===== config.mk =====
export PLATFORM = sky130hd
export DESIGN_NAME = trapezoidal_motion_profiler
export DESIGN_NICKNAME = d
export VERILOG_FILES = /design/src/hw/rtl/tmprof_pkg.sv /design/src/hw/rtl/tmprof_csr.sv /design/src/hw/rtl/tmprof_ctrl.sv /design/src/hw/rtl/tmprof_datapath.sv /design/src/hw/rtl/trapezoidal_motion_profiler.sv
export VERILOG_INCLUDE_DIRS = /design/src /design/src/hw/rtl
export SDC_FILE = /design/constraint.sdc
export NUM_CORES = 2
export LEC_CHECK = 0
export ABC_AREA = 1
export BUFFER_PORTS_ARGS = -buffer_cell sky130_fd_sc_hd__buf_4
export CAP_MARGIN = 5
export CORE_MARGIN = 3
export CORE_UTILIZATION = 50
export CTS_BUF_LIST = sky130_fd_sc_hd__clkbuf_8
export CTS_CLUSTER_SIZE = 8
export DETAILED_ROUTE_END_ITERATION = 10
export PLACE_DENSITY = 0.67
export SLEW_MARGIN = 40
export SYNTH_ARGS = -nofsm -noshare
export SYNTH_HDL_FRONTEND = slang
export SYNTH_SLANG_ARGS = --single-unit

===== constraint.sdc =====
create_clock -name clock -period 8.75 [get_ports clock]
set_clock_uncertainty 0.1 [all_clocks]
set_input_delay 0.875 -clock clock [delete_from_list [all_inputs] [get_ports clock]]
set_output_delay 0.875 -clock clock [all_outputs]
set_load 0.01 [all_outputs]

===== src/hw/rtl/assert_macros.svh =====
// Assertion macros shared by the motion profiler RTL.
`ifndef ASSERT_MACROS_SVH
`define ASSERT_MACROS_SVH

`ifndef SYNTHESIS

// Clocked check, switched off while reset is high
`define TMPROF_ASSERT(lbl, clk, rst, prop, msg) \
   lbl: assert property (@(posedge clk) disable iff (rst) prop) else $error(msg);

// Clocked check that also runs during reset
`define TMPROF_ASSERT_ALWAYS(lbl, clk, prop, msg) \
   lbl: assert property (@(posedge clk) prop) else $error(msg);

`else

`define TMPROF_ASSERT(lbl, clk, rst, prop, msg)
`define TMPROF_ASSERT_ALWAYS(lbl, clk, prop, msg)

`endif

`endif


===== src/hw/rtl/tmprof_pkg.sv =====
// Types and constants shared by the trapezoidal motion profiler modules.
package tmprof_pkg;

   // Fixed point format
   localparam int FRAC_BITS = 16;

   // Field widths
   localparam int ACT_W   = 2;
   localparam int POS_W   = 32;
   localparam int SPD_W   = 21;
   localparam int ACC_W   = 16;
   localparam int LIM_W   = 20;
   localparam int MAXS_W  = 20;

   // Arrival and stopping tolerances, rounded to the nearest fixed point step
   localparam longint ARRIVE_TOL = ((longint'(1) << FRAC_BITS) + 50) / 100;
   localparam longint STOP_TOL   = ((longint'(1) << FRAC_BITS) + 5) / 10;
   localparam int     TOL_W      = $clog2(STOP_TOL + 1);

   // Internal arithmetic widths
   localparam int SQ_W   = 2 * SPD_W - 1;        // speed squared, unsigned
   localparam int DIV_W  = ACC_W + 1;            // twice the acceleration
   localparam int TOGO_W = POS_W + 1;            // distance to go, unsigned
   localparam int PGO_W  = TOGO_W + DIV_W;       // distance to go times divisor
   localparam int PST_W  = TOL_W + DIV_W;        // stopping tolerance times divisor

   localparam logic [TOL_W-1:0]  STOP_TOL_Q   = TOL_W'(STOP_TOL);
   localparam logic [TOGO_W-1:0] ARRIVE_TOL_Q = TOGO_W'(ARRIVE_TOL);

   // Saturation limits
   localparam logic signed [POS_W-1:0] POS_MAX = {1'b0, {(POS_W-1){1'b1}}};
   localparam logic signed [POS_W-1:0] POS_MIN = {1'b1, {(POS_W-1){1'b0}}};
   localparam logic signed [SPD_W-1:0] SPD_MAX = {1'b0, {(SPD_W-1){1'b1}}};
   localparam logic signed [SPD_W-1:0] SPD_MIN = {1'b1, {(SPD_W-1){1'b0}}};

   // Request actions
   typedef enum logic [ACT_W-1:0] {
      ACT_MOVE  = 2'd0,
      ACT_DECEL = 2'd1,
      ACT_STOP  = 2'd2,
      ACT_LOAD  = 2'd3
   } action_type;

   // Controller states
   typedef enum logic [1:0] {
      ST_IDLE,
      ST_PREP,
      ST_MUL,
      ST_EXEC
   } ctrl_state_type;

   // Commands from the controller to the datapath
   typedef struct packed {
      logic capture;   // latch the request fields
      logic prep;      // square the speed, form distance to go and divisor
      logic mul;       // form the comparison products
      logic commit;    // update carriage state and load the response
   } dp_cmd_type;

   // Status from the datapath to the controller
   typedef struct packed {
      logic move_cmd;  // latched request is a move and needs the products
   } dp_sts_type;

   // Register map
   localparam logic REG_ACCEL    = 1'b0;
   localparam logic REG_MAXSPEED = 1'b1;

endpackage


===== src/hw/rtl/tmprof_csr.sv =====
// Configuration registers of the motion profiler behind an APB-style port.
module tmprof_csr import tmprof_pkg::*; (
   input  logic              clock,
   input  logic              reset,
   input  logic              psel,
   input  logic              penable,
   input  logic              pwrite,
   input  logic [2:0]        paddr,
   input  logic [31:0]       pwdata,
   output logic [31:0]       prdata,
   output logic              pready,
   output logic [ACC_W-1:0]  acceleration,
   output logic [MAXS_W-1:0] max_speed
);

   logic [ACC_W-1:0]  accel_ff;
   logic [ACC_W-1:0]  accel_in;
   logic [MAXS_W-1:0] maxspd_ff;
   logic [MAXS_W-1:0] maxspd_in;
   logic              wr_en;

   assign pready = 1'b1;
   assign wr_en  = psel && penable && pwrite;

   // Register write decode on the word address bit
   always_comb begin
      accel_in  = accel_ff;
      maxspd_in = maxspd_ff;
      if (wr_en) begin
         case (paddr[2])
            REG_ACCEL:    accel_in  = pwdata[ACC_W-1:0];
            REG_MAXSPEED: maxspd_in = pwdata[MAXS_W-1:0];
            default:      accel_in  = accel_ff;
         endcase
      end
   end

   always_ff @(posedge clock) begin
      if (reset) begin
         accel_ff  <= ACC_W'(66);
         maxspd_ff <= MAXS_W'(65536);
      end else begin
         accel_ff  <= accel_in;
         maxspd_ff <= maxspd_in;
      end
   end

   // Read back
   always_comb begin
      case (paddr[2])
         REG_ACCEL:    prdata = {{(32-ACC_W){1'b0}}, accel_ff};
         REG_MAXSPEED: prdata = {{(32-MAXS_W){1'b0}}, maxspd_ff};
         default:      prdata = '0;
      endcase
   end

   assign acceleration = accel_ff;
   assign max_speed    = maxspd_ff;

endmodule


===== src/hw/rtl/tmprof_ctrl.sv =====
// Sequencing state machine of the motion profiler and the response valid flag.
`include "assert_macros.svh"

module tmprof_ctrl import tmprof_pkg::*; (
   input  logic       clock,
   input  logic       reset,
   input  logic       req_valid,
   output logic       req_stall,
   output logic       rsp_valid,
   input  logic       rsp_stall,
   input  dp_sts_type sts,
   output dp_cmd_type cmd
);

   ctrl_state_type state_ff;
   ctrl_state_type state_in;
   logic           rsp_valid_ff;
   logic           rsp_valid_in;
   logic           slot_free;

   // Response register can take a new result
   assign slot_free = !rsp_valid_ff || !rsp_stall;

   // Next state
   always_comb begin
      state_in = state_ff;
      case (state_ff)
         ST_IDLE: begin
            if (req_valid) state_in = ST_PREP;
         end
         ST_PREP: begin
            state_in = sts.move_cmd ? ST_MUL : ST_EXEC;
         end
         ST_MUL: begin
            state_in = ST_EXEC;
         end
         ST_EXEC: begin
            if (slot_free) state_in = ST_IDLE;
         end
         default: state_in = ST_IDLE;
      endcase
   end

   // Outputs
   always_comb begin
      req_stall   = 1'b1;
      cmd         = '0;
      case (state_ff)
         ST_IDLE: begin
            req_stall   = 1'b0;
            cmd.capture = req_valid;
         end
         ST_PREP: cmd.prep   = 1'b1;
         ST_MUL:  cmd.mul    = 1'b1;
         ST_EXEC: cmd.commit = slot_free;
         default: req_stall  = 1'b1;
      endcase
   end

   // Response valid: set on commit, held while the receiver stalls
   assign rsp_valid_in = cmd.commit || (rsp_valid_ff && rsp_stall);

   always_ff @(posedge clock) begin
      if (reset) begin
         state_ff     <= ST_IDLE;
         rsp_valid_ff <= 1'b0;
      end else begin
         state_ff     <= state_in;
         rsp_valid_ff <= rsp_valid_in;
      end
   end

   assign rsp_valid = rsp_valid_ff;

   `TMPROF_ASSERT(a_accept_starts, clock, reset, (req_valid && !req_stall) |=> (state_ff == ST_PREP), "accepted request did not start the sequence")
   `TMPROF_ASSERT(a_no_overwrite, clock, reset, (rsp_valid_ff && rsp_stall) |-> !cmd.commit, "commit over a pending response")
   `TMPROF_ASSERT_ALWAYS(a_reset_idle, clock, reset |=> (state_ff == ST_IDLE && !rsp_valid_ff), "reset did not clear the controller")

endmodule


===== src/hw/rtl/tmprof_datapath.sv =====
// Datapath of the motion profiler: carriage state, stopping tests and integration.
`include "assert_macros.svh"

module tmprof_datapath import tmprof_pkg::*; (
   input  logic                     clock,
   input  logic                     reset,
   input  dp_cmd_type               cmd,
   output dp_sts_type               sts,
   input  logic [ACT_W-1:0]         req_action,
   input  logic signed [POS_W-1:0]  req_target,
   input  logic [LIM_W-1:0]         req_speed_limit,
   input  logic [ACC_W-1:0]         acceleration,
   input  logic [MAXS_W-1:0]        max_speed,
   output logic                     rsp_done_res,
   output logic signed [POS_W-1:0]  rsp_position_out,
   output logic signed [SPD_W-1:0]  rsp_speed_out
);

   // Latched request
   action_type               act_ff;
   logic signed [POS_W-1:0]  tgt_ff;
   logic [LIM_W-1:0]         lim_ff;

   // Carriage state and response flag
   logic signed [POS_W-1:0]  pos_ff;
   logic signed [POS_W-1:0]  pos_in;
   logic signed [SPD_W-1:0]  spd_ff;
   logic signed [SPD_W-1:0]  spd_in;
   logic                     done_ff;
   logic                     done_in;

   // First stage: square, distance to go, divisor
   logic signed [2*SPD_W-1:0] sq_full;
   logic [SQ_W-1:0]           sq_ff;
   logic [SQ_W-1:0]           sq_in;
   logic signed [POS_W:0]     diff;
   logic [TOGO_W-1:0]         togo_ff;
   logic [TOGO_W-1:0]         togo_in;
   logic                      dir_pos_ff;
   logic                      dir_pos_in;
   logic [DIV_W-1:0]          div_ff;
   logic [DIV_W-1:0]          div_in;

   // Second stage: comparison products
   logic [PGO_W-1:0]          pgo_ff;
   logic [PGO_W-1:0]          pgo_in;
   logic [PST_W-1:0]          pst_ff;
   logic [PST_W-1:0]          pst_in;

   // Step evaluation
   logic [SPD_W-1:0]          spd_mag;
   logic                      arrive;
   logic                      brake;
   logic                      accel_ok;
   logic                      decel_stop;
   logic                      a_zero;
   logic                      a_neg;
   logic signed [ACC_W+1:0]   acc_s;
   logic signed [ACC_W+1:0]   a_val;
   logic signed [ACC_W+1:0]   half;
   logic signed [POS_W+1:0]   pos_sum;
   logic signed [SPD_W+1:0]   spd_sum;
   logic signed [POS_W-1:0]   pos_sat;
   logic signed [SPD_W-1:0]   spd_sat;
   logic signed [SPD_W:0]     spd_ext;
   logic signed [SPD_W:0]     lim_s;
   logic signed [SPD_W-1:0]   spd_clamp;
   logic                      spd_in_lim;

   assign sts.move_cmd = (act_ff == ACT_MOVE);

   // Stage one arithmetic
   assign sq_full    = (2*SPD_W)'(spd_ff) * (2*SPD_W)'(spd_ff);
   assign sq_in      = sq_full[SQ_W-1:0];
   assign diff       = $signed({tgt_ff[POS_W-1], tgt_ff}) - $signed({pos_ff[POS_W-1], pos_ff});
   assign togo_in    = diff[POS_W] ? TOGO_W'(-diff) : TOGO_W'(diff);
   assign dir_pos_in = !diff[POS_W] && (diff != '0);
   // zero acceleration divides as if it were one
   assign div_in     = (acceleration == '0) ? DIV_W'(2) : {acceleration, 1'b0};

   // Stage two products
   assign pgo_in = PGO_W'(togo_ff) * PGO_W'(div_ff);
   assign pst_in = PST_W'(STOP_TOL_Q) * PST_W'(div_ff);

   // Magnitude of the speed, the most negative value maps to its unsigned magnitude
   assign spd_mag = spd_ff[SPD_W-1] ? SPD_W'(-spd_ff) : SPD_W'(spd_ff);

   // floor(sq/div) < tol  <=>  sq < tol*div ; floor(sq/div) >= togo  <=>  sq >= togo*div
   assign arrive     = (togo_ff <= ARRIVE_TOL_Q) && (PGO_W'(sq_ff) < PGO_W'(pst_ff));
   assign brake      = (PGO_W'(sq_ff) >= pgo_ff);
   assign accel_ok   = (spd_mag < SPD_W'(max_speed));
   assign decel_stop = (spd_mag < SPD_W'(acceleration));

   // Signed acceleration for this step
   always_comb begin
      a_zero = 1'b1;
      a_neg  = 1'b0;
      case (act_ff)
         ACT_MOVE: begin
            if (brake) begin
               a_zero = 1'b0;
               a_neg  = dir_pos_ff;
            end else if (accel_ok) begin
               a_zero = 1'b0;
               a_neg  = !dir_pos_ff;
            end
         end
         ACT_DECEL: begin
            a_zero = 1'b0;
            a_neg  = (spd_ff > 0);
         end
         default: a_zero = 1'b1;
      endcase
   end

   assign acc_s = $signed({2'b00, acceleration});
   assign a_val = a_zero ? '0 : (a_neg ? -acc_s : acc_s);
   assign half  = a_zero ? '0 : (a_neg ? -(acc_s >>> 1) : (acc_s >>> 1));

   // Integration with saturation
   assign pos_sum = $signed({{2{pos_ff[POS_W-1]}}, pos_ff})
                  + $signed({{(POS_W+2-SPD_W){spd_ff[SPD_W-1]}}, spd_ff})
                  + (POS_W+2)'(half);
   assign spd_sum = $signed({{2{spd_ff[SPD_W-1]}}, spd_ff}) + (SPD_W+2)'(a_val);

   always_comb begin
      if ((pos_sum[POS_W+1:POS_W-1] == 3'b000) || (pos_sum[POS_W+1:POS_W-1] == 3'b111)) begin
         pos_sat = pos_sum[POS_W-1:0];
      end else begin
         pos_sat = pos_sum[POS_W+1] ? POS_MIN : POS_MAX;
      end
      if ((spd_sum[SPD_W+1:SPD_W-1] == 3'b000) || (spd_sum[SPD_W+1:SPD_W-1] == 3'b111)) begin
         spd_sat = spd_sum[SPD_W-1:0];
      end else begin
         spd_sat = spd_sum[SPD_W+1] ? SPD_MIN : SPD_MAX;
      end
   end

   // Clamp to the request's speed limit
   assign spd_ext = $signed({spd_sat[SPD_W-1], spd_sat});
   assign lim_s   = $signed({2'b00, lim_ff});
   always_comb begin
      if (spd_ext > lim_s) begin
         spd_clamp = SPD_W'(lim_s);
      end else if (spd_ext < -lim_s) begin
         spd_clamp = SPD_W'(-lim_s);
      end else begin
         spd_clamp = spd_sat;
      end
   end

   // New carriage state per action
   always_comb begin
      pos_in  = pos_ff;
      spd_in  = spd_ff;
      done_in = 1'b0;
      case (act_ff)
         ACT_MOVE: begin
            if (arrive) begin
               spd_in  = '0;
               done_in = 1'b1;
            end else begin
               pos_in = pos_sat;
               spd_in = spd_clamp;
            end
         end
         ACT_DECEL: begin
            if (decel_stop) begin
               spd_in  = '0;
               done_in = 1'b1;
            end else begin
               pos_in = pos_sat;
               spd_in = spd_sat;
            end
         end
         ACT_STOP: spd_in = '0;
         ACT_LOAD: pos_in = tgt_ff;
         default:  done_in = 1'b0;
      endcase
   end

   // Carriage state
   always_ff @(posedge clock) begin
      if (reset) begin
         pos_ff <= '0;
         spd_ff <= '0;
      end else if (cmd.commit) begin
         pos_ff <= pos_in;
         spd_ff <= spd_in;
      end
   end

   // Request latch, intermediate results and response flag
   always_ff @(posedge clock) begin
      if (cmd.capture) begin
         act_ff <= action_type'(req_action);
         tgt_ff <= req_target;
         lim_ff <= req_speed_limit;
      end
      if (cmd.prep) begin
         sq_ff      <= sq_in;
         togo_ff    <= togo_in;
         dir_pos_ff <= dir_pos_in;
         div_ff     <= div_in;
      end
      if (cmd.mul) begin
         pgo_ff <= pgo_in;
         pst_ff <= pst_in;
      end
      if (cmd.commit) begin
         done_ff <= done_in;
      end
   end

   assign rsp_done_res     = done_ff;
   assign rsp_position_out = pos_ff;
   assign rsp_speed_out    = spd_ff;

   assign spd_in_lim = (spd_mag <= {1'b0, lim_ff});

   `TMPROF_ASSERT(a_done_zero_speed, clock, reset, (cmd.commit && done_in) |=> (spd_ff == '0), "speed not zero after arrival")
   `TMPROF_ASSERT(a_move_within_limit, clock, reset, (cmd.commit && act_ff == ACT_MOVE) |=> spd_in_lim, "move left speed above its limit")

endmodule


===== src/hw/rtl/trapezoidal_motion_profiler.sv =====
// Top level of the trapezoidal motion profiler.
//
// One request per control tick on the req_ channel (action, target, speed limit);
// each request gives exactly one response on the rsp_ channel carrying the done
// flag and the carriage position and speed after the step.
// A request is taken when req_valid is high and req_stall low; a response is
// taken when rsp_valid is high and rsp_stall low.
// An accepted request is captured; the sequencer then forms speed squared,
// distance to go and divisor, for a move then the two comparison products,
// and last integrates and commits. The block then returns to idle; a new
// request is taken only once the previous one has committed.
// A response waiting in the output register does not block the next request;
// the block only holds its final step while the receiver stalls a pending one.
// Acceleration and maximum speed are written over the APB-style port; the
// user must write them only while idle, the block itself does not enforce it.
// Reset clears position and speed to zero, empties the response register and
// loads acceleration 66 and maximum speed 65536.
module trapezoidal_motion_profiler import tmprof_pkg::*; (
   input  logic                    clock,
   input  logic                    reset,
   // request channel
   input  logic                    req_valid,
   output logic                    req_stall,
   input  logic [ACT_W-1:0]        req_action,
   input  logic signed [POS_W-1:0] req_target,
   input  logic [LIM_W-1:0]        req_speed_limit,
   // response channel
   output logic                    rsp_valid,
   input  logic                    rsp_stall,
   output logic                    rsp_done_res,
   output logic signed [POS_W-1:0] rsp_position_out,
   output logic signed [SPD_W-1:0] rsp_speed_out,
   // configuration port
   input  logic                    psel,
   input  logic                    penable,
   input  logic                    pwrite,
   input  logic [2:0]              paddr,
   input  logic [31:0]             pwdata,
   output logic [31:0]             prdata,
   output logic                    pready
);

   dp_cmd_type        cmd;
   dp_sts_type        sts;
   logic [ACC_W-1:0]  acceleration;
   logic [MAXS_W-1:0] max_speed;

   tmprof_csr u_csr (
      .clock        (clock),
      .reset        (reset),
      .psel         (psel),
      .penable      (penable),
      .pwrite       (pwrite),
      .paddr        (paddr),
      .pwdata       (pwdata),
      .prdata       (prdata),
      .pready       (pready),
      .acceleration (acceleration),
      .max_speed    (max_speed)
   );

   tmprof_ctrl u_ctrl (
      .clock     (clock),
      .reset     (reset),
      .req_valid (req_valid),
      .req_stall (req_stall),
      .rsp_valid (rsp_valid),
      .rsp_stall (rsp_stall),
      .sts       (sts),
      .cmd       (cmd)
   );

   tmprof_datapath u_datapath (
      .clock            (clock),
      .reset            (reset),
      .cmd              (cmd),
      .sts              (sts),
      .req_action       (req_action),
      .req_target       (req_target),
      .req_speed_limit  (req_speed_limit),
      .acceleration     (acceleration),
      .max_speed        (max_speed),
      .rsp_done_res     (rsp_done_res),
      .rsp_position_out (rsp_position_out),
      .rsp_speed_out    (rsp_speed_out)
   );

endmodule


Yosys cells after proc, flatten, opt, wreduce, memory -nomap -nowiden
Index checks and enable logic that the tools add are counted.
{"block": "totals", "regBits": 318, "input_bits": 96, "word_cells": 114}
{"block": "op_classes", "addsub": 9, "mul": 3, "magnitude_cmp": 8, "n_eq_ne": 12, "muxes": 37, "bitwise_logic": 1, "reduce_logical": 26}
{"cell": "2-to-1 mux 32 bit", "count": 5}
{"cell": "2-to-1 mux 21 bit", "count": 7}
{"cell": "one-hot mux 32 bit (3 select lines)", "count": 1}
{"cell": "2-to-1 mux 18 bit", "count": 4}
{"cell": "one-hot mux 32 bit (2 select lines)", "count": 1}
{"cell": "one-hot mux 21 bit (3 select lines)", "count": 1}
{"cell": "greater-or-equal comparator 41 x 50 -> 1 bit", "count": 1}
{"cell": "multiplier 33 x 17 -> 50 bit", "count": 1}
{"cell": "less-than comparator 41 x 30 -> 1 bit", "count": 1}
{"cell": "multiplier 21 x 21 -> 41 bit", "count": 1}
{"cell": "adder 33 x 18 -> 34 bit", "count": 1}
{"cell": "adder 32 x 21 -> 33 bit", "count": 1}
{"cell": "<= comparator 33 x 10 -> 1 bit, second input constant", "count": 1}
{"cell": "negator 33 bit", "count": 1}
{"cell": "nonzero test 33 bit", "count": 1}
{"cell": "subtractor 32 x 32 -> 33 bit", "count": 1}
{"cell": "multiplier 12 x 17 -> 29 bit, first input constant", "count": 1}
{"cell": "adder 21 x 18 -> 22 bit", "count": 1}
{"cell": "less-than comparator 21 x 22 -> 1 bit", "count": 1}
{"cell": "negator 20 -> 22 bit", "count": 1}
{"cell": "> comparator 21 x 1 -> 1 bit, second input constant", "count": 1}
{"cell": "> comparator 21 bit", "count": 1}
{"cell": "less-than comparator 21 x 16 -> 1 bit", "count": 1}
{"cell": "less-than comparator 21 x 20 -> 1 bit", "count": 1}
{"cell": "22 further kinds", "count": 59}

Longest topological paths before layout
{"block": "depth", "ltp_word": 17, "mapped_depth": 58}

By module
From an unflattened synthesis, not the netlist that was laid out.
{"block": "hier_totals", "hier_cells": 7725, "hier_area_um2": 60727.0}
{"mod": "tmprof_datapath", "n_inst": 1, "cells_each": 7400, "area_each_um2": 58683.8, "seq_area_each_um2": 7697.4}
{"mod": "tmprof_csr", "n_inst": 1, "cells_each": 292, "area_each_um2": 1805.5, "seq_area_each_um2": 720.7}
{"mod": "tmprof_ctrl", "n_inst": 1, "cells_each": 33, "area_each_um2": 237.7, "seq_area_each_um2": 60.1}

Worst setup path before layout
Ideal clock, no wire load.
{"block": "synth_timing", "path_type": "flip-flop to flip-flop", "startpoint": "register u_datapath.spd_ff[20] (netlist: u_datapath.rsp_speed_out[20])", "endpoint": "register u_datapath.sq_ff[38] (data pin)", "arrival_time_ps": 7259, "required_time_ps": 8389, "slack_ps": 1130, "stages_incl_launch_ff": 24, "synth_period_minus_slack_ps": 7620, "cell_sequence": "dfxtp_1 > buf_2 > buf_2 > clkbuf_1 > clkbuf_1 > nand2_1 > inv_1 > fa_1 > fa_1 > fa_1 > inv_1 > fa_1 > fa_1 > fa_1 > inv_1 > fa_1 > ha_1 > nand2_1 > nor2_1 > nand2_1 > a21oi_1 > a2111oi_0 > nand3_1 > xor2_1"}
{"block": "synth_via", "elab_chain_len": 1}
{"item": "from (decl)", "line_no": "tmprof_datapath.sv:27", "source": "logic signed [SPD_W-1:0] spd_ff;"}
{"item": "from (signal assigned)", "line_no": "tmprof_datapath.sv:189", "source": "spd_ff <= spd_in;"}
{"item": "multiplier 21 x 21 -> 41 bit", "line_no": "tmprof_datapath.sv:73", "source": "assign sq_full = (2*SPD_W)'(spd_ff) * (2*SPD_W)'(spd_ff);"}
{"item": "net u_datapath.sq_full[38]", "line_no": "tmprof_datapath.sv:33", "source": "logic signed [2*SPD_W-1:0] sq_full;"}
{"item": "to (signal assigned)", "line_no": "tmprof_datapath.sv:201", "source": "sq_ff <= sq_in;"}
{"item": "to (decl)", "line_no": "tmprof_datapath.sv:34", "source": "logic [SQ_W-1:0] sq_ff;"}
The timed path passes the listed nets, and every way through them passes these cells.
A chain may end at the register's enable or synchronous reset.

Final worst setup path
{"block": "layout_timing", "startpoint": "register u_datapath.spd_ff[4] (netlist: u_datapath.rsp_speed_out[4])", "endpoint": "register u_datapath.spd_ff[9] (netlist: u_datapath.rsp_speed_out[9])"}
{"block": "layout_via", "elab_chain_len": 17}
{"item": "negator 21 bit", "line_no": "tmprof_datapath.sv:86", "source": "assign spd_mag = spd_ff[SPD_W-1] ? SPD_W'(-spd_ff) : SPD_W'(spd_ff);"}
{"item": "2-to-1 mux 21 bit", "line_no": "tmprof_datapath.sv:86"}
{"item": "less-than comparator 21 x 20 -> 1 bit", "line_no": "tmprof_datapath.sv:91", "source": "assign accel_ok = (spd_mag < SPD_W'(max_speed));"}
{"item": "2-to-1 mux 1 bit", "line_no": "tmprof_datapath.sv:103", "source": "end else if (accel_ok) begin"}
{"item": "2-to-1 mux 1 bit", "line_no": "tmprof_datapath.sv:100", "source": "if (brake) begin"}
{"item": "one-hot mux 1 bit (2 select lines)", "line_no": "tmprof_datapath.sv:98", "source": "case (act_ff)"}
{"item": "2-to-1 mux 18 bit (2 in a row)", "line_no": "tmprof_datapath.sv:117", "source": "assign a_val = a_zero ? '0 : (a_neg ? -acc_s : acc_s);"}
{"item": "adder 21 x 18 -> 22 bit", "line_no": "tmprof_datapath.sv:124", "source": "assign spd_sum = $signed({{2{spd_ff[SPD_W-1]}}, spd_ff}) + (SPD_W+2)'(a_val);"}
{"item": "== test 3 bit or zero test 3 bit (tied branches)", "line_no": "tmprof_datapath.sv:132", "source": "if ((spd_sum[SPD_W+1:SPD_W-1] == 3'b000) || (spd_sum[SPD_W+1:SPD_W-1] == 3'b111)) begin"}
{"item": "logical OR 1 bit", "line_no": "tmprof_datapath.sv:132"}
{"item": "2-to-1 mux 21 bit", "line_no": "tmprof_datapath.sv:132"}
{"item": "less-than comparator 21 x 22 -> 1 bit", "line_no": "tmprof_datapath.sv:145", "source": "end else if (spd_ext < -lim_s) begin"}
{"item": "2-to-1 mux 21 bit", "line_no": "tmprof_datapath.sv:145"}
{"item": "2-to-1 mux 21 bit", "line_no": "tmprof_datapath.sv:143", "source": "if (spd_ext > lim_s) begin"}
{"item": "2-to-1 mux 21 bit", "line_no": "tmprof_datapath.sv:159", "source": "if (arrive) begin"}
{"item": "one-hot mux 21 bit (3 select lines) (*)", "line_no": "tmprof_datapath.sv:157", "source": "case (act_ff)"}
Mark *: on every way between the ends. The rest lies on a longest branch, timed or not.

==> results.md <==
- Outcome: completed
- Final setup viols: 0
- Share of layout cells above drive strength 1: 0.06157
- Worst path most repeated cell: nand2_1
- Total Wirelength: 182600 um
- Port buffer count: 157
- Req. time, crit path: 9280 ps
- Layout filler cell count: 11760
- Worst path max stage delay: 510 ps
- Fin crit period: 8022 ps
- Gr ovfl total: 0
- Top FF cell, synth: edfxtp_1
- Starting Density: 0.5045
- Io pins: 185
- FP Rows: 128
- R2r startpoint: u_datapath.rsp_speed_out[4]$_SDFFE_PP0P_
- Commonest cells after routing, fill and taps aside: nand2_1, inv_1, fa_1, ha_1, nor2_1
- Number of max-slew violations in the final report: 0
- Tot GR Track Use: 0.2927
- Crit-path max FO: 28
- Synthesized area per cell: 7.750 um2
- Sink Count: 313
- Via-to-Cell Ratio: 5.283
- Overall die height: 356.9 um
- Synthesized area: 61560 um2
- # DRC: 0
- FF-to-FF setup slack: 730 ps
- Largest cells by area after synthesis: fa_1, ha_1, nand2_1, inv_1, edfxtp_1
- Largest net degree at the start of global routing: 87
- Register bit count reported by yosys: 313
- CTS tree: built
- First-pass GRT wire length: 290500 um
- Number of global-route vias before repair: 51880
- Worst-Margin Slew: 907.2 ps
- Hold Path Sink: u_datapath.lim_ff[19]$_DFFE_PP_
- RSZ-0062 raised after global routing: no
- Area growth, synth to finish: 6.487%
- FF-to-FF path depth: 45
- WL per Instance: 18.93 um
- Top cell type's share of synthesized area: 0.3057
- Post-Synthesis Cells: 7944
- Number of flops mapped to enable cells by yosys: 221
- Sequential share of the synthesized area: 0.1377
- CTS-repair resized insts: 0
- CP Capture Type: flip-flop
- Ys async rst share: 0
- Die area: 127400 um2
- Kind of critical path: reg2reg
- Fmax: 124.7 MHz
- Initial drt markers: 3935
- DRT antenna net count: 0
- HP Start: req_speed_limit[19]
- Type of the worst min-delay path: in2reg
- Drt pass-1 iters: 6
- Synthesis Warnings: 0
- Slowest-stage cell, CP: inv_1
- Vias: 50980
- Setup TNS: 0 ps
- WP data arrival: 8560 ps
- Max-Cap Viols: 0
- Clk_lat worst skew: 760 ps
- Final Hold Vio Count: 0
- CTS max path bufs: 3
- Worst-path clk slew: 70 ps
- Core Area: 122000 um2
- Initial antenna violation count: 5
- DP HPWL: 150900 um
- Placer Congestion: 0.9791
- Slew HR: 0.3952
- Startpoint Class: flip-flop
- Tcrit/Tclk final: 0.9168
- H-tree Lvls: 2
- R2R Path End: u_datapath.rsp_speed_out[9]$_SDFFE_PP0P_
- Hold Path Depth: 1
- Post-synth cell types: 56
- Yosys top cell by area: fa_1
- Commonest non-fill, non-tap cell in the layout: nand2_1
- Post-layout nets: 9627
- Post-CTS Setup Repair Bufs: 0
- CTS Hold Bufs: 0
- Clock root buffer: clkbuf_8
- Total CTS buffers: 57
- Die X: 356.9 um
worst max-delay path: cells and delay by family (launching register included):
family / cells / cell delay [ps]
flops: 1 / 350
buf+inv: 6 / 1330
simple gates: 30 / 4090
xor+xnor: 1 / 220
compound gates: 5 / 800
fa+ha+maj: 3 / 1000
cell type report:
type,count,area [um2],share of cell area
Clock buffer,63,867.1,0.01323
Antenna cell,1,2.502,0.00003817
Timing Repair Buffer,255,2043,0.03117
Clock inverter,41,241.5,0.003683
Tap cell,1625,2033,0.03101
Inverter,1897,7123,0.1087
Sequential cell,313,8483,0.1294
Multi-Input combinational cell,5455,44760,0.6828
cells by family (layout without fill, tap and decap cells):
family / count (synthesis) / after routing / synth area share
buffers and inverters: 2187 / 2256 / 0.1364
DFF: 313 / 313 / 0.1377
adders and majority gates: 1552 / 1552 / 0.4300
xor gates and xnor gates: 236 / 236 / 0.03370
other: 2 / 14 / 0.0001220
AOI/OAI and AO/OA: 689 / 689 / 0.06278
and+or+nand+nor: 2965 / 2965 / 0.1992
flip-flops by register name, summed over array words and instances (netlist names), 20 cells and up:
name	count
u_datapath.pgo_ff	49
u_datapath.sq_ff	39
u_datapath.togo_ff	33
u_datapath.rsp_position_out	32
u_datapath.tgt_ff	32
u_datapath.pst_ff	28
u_datapath.rsp_speed_out	21
u_csr.max_speed	20
u_datapath.lim_ff	20
cells in the mapped netlist (6+ instances only):
master / n
nand2_1: 2005
inv_1: 1876
fa_1: 940
ha_1: 612
nor2_1: 420
a21oi_1: 332
edfxtp_1: 221
nand3_1: 219
clkbuf_1: 217
o21ai_0: 197
xor2_1: 167
nand4_1: 137
dfxtp_1: 92
xnor2_1: 68
nor3_1: 46
or2_2: 38
a21oi_2: 35
a31oi_1: 32
buf_2: 32
buf_4: 26
nand2_2: 26
o21a_1: 21
a21o_1: 17
nor4_1: 17
o21bai_1: 17
nor2_2: 14
clkinv_1: 11
o211ai_1: 11
inv_2: 10
nand3b_1: 9
buf_1: 8
buf_6: 7
nor2_4: 7
nor3_2: 7
a21boi_0: 6
nand3_2: 6
per-stage QoR:
stage                     cell area (um2)  worst slack (ps)    util  hold WS, ps  cells
after global placement              64130             740.8  0.5255        377.5   9520
after CTS                           65460             660.0  0.5364        136.7   9642
after global routing                65560             47.44  0.5372        178.2   9650
after floorplan                     61610              1130       -        349.9   7955
final                               65560             728.2  0.5372        197.1   9650
after detailed placement            64350             678.4  0.5273        379.5   9538
worst max path at each step:
stage	from	endpoint	slack (ps)
5_1_grt	u_datapath.rsp_speed_out[4]$_SDFFE_PP0P_	u_datapath.rsp_speed_out[8]$_SDFFE_PP0P_	50
2_1_floorplan	u_datapath.rsp_speed_out[20]$_SDFFE_PP0P_	u_datapath.sq_ff[38]$_DFFE_PN_	1130
4_1_cts	u_datapath.rsp_speed_out[4]$_SDFFE_PP0P_	u_datapath.rsp_speed_out[9]$_SDFFE_PP0P_	660
3_3_place_gp	u_datapath.rsp_speed_out[4]$_SDFFE_PP0P_	u_datapath.rsp_speed_out[2]$_SDFFE_PP0P_	740
6_report	u_datapath.rsp_speed_out[4]$_SDFFE_PP0P_	u_datapath.rsp_speed_out[9]$_SDFFE_PP0P_	730
3_5_place_dp	u_datapath.rsp_speed_out[4]$_SDFFE_PP0P_	u_datapath.rsp_speed_out[9]$_SDFFE_PP0P_	680
routing by layer:
| metal | wire length (um) | global-route usage |
|---|---|---|
| met5 | 17 | 0 |
| met4 | 7511 | 0.1078 |
| met3 | 12460 | 0.03676 |
| met2 | 83690 | 0.4707 |
| met1 | 78970 | 0.4068 |
Power is left out: the tool's default activity adds up to more than one toggle a clock period on the data nets, which glitch-free logic cannot reach.
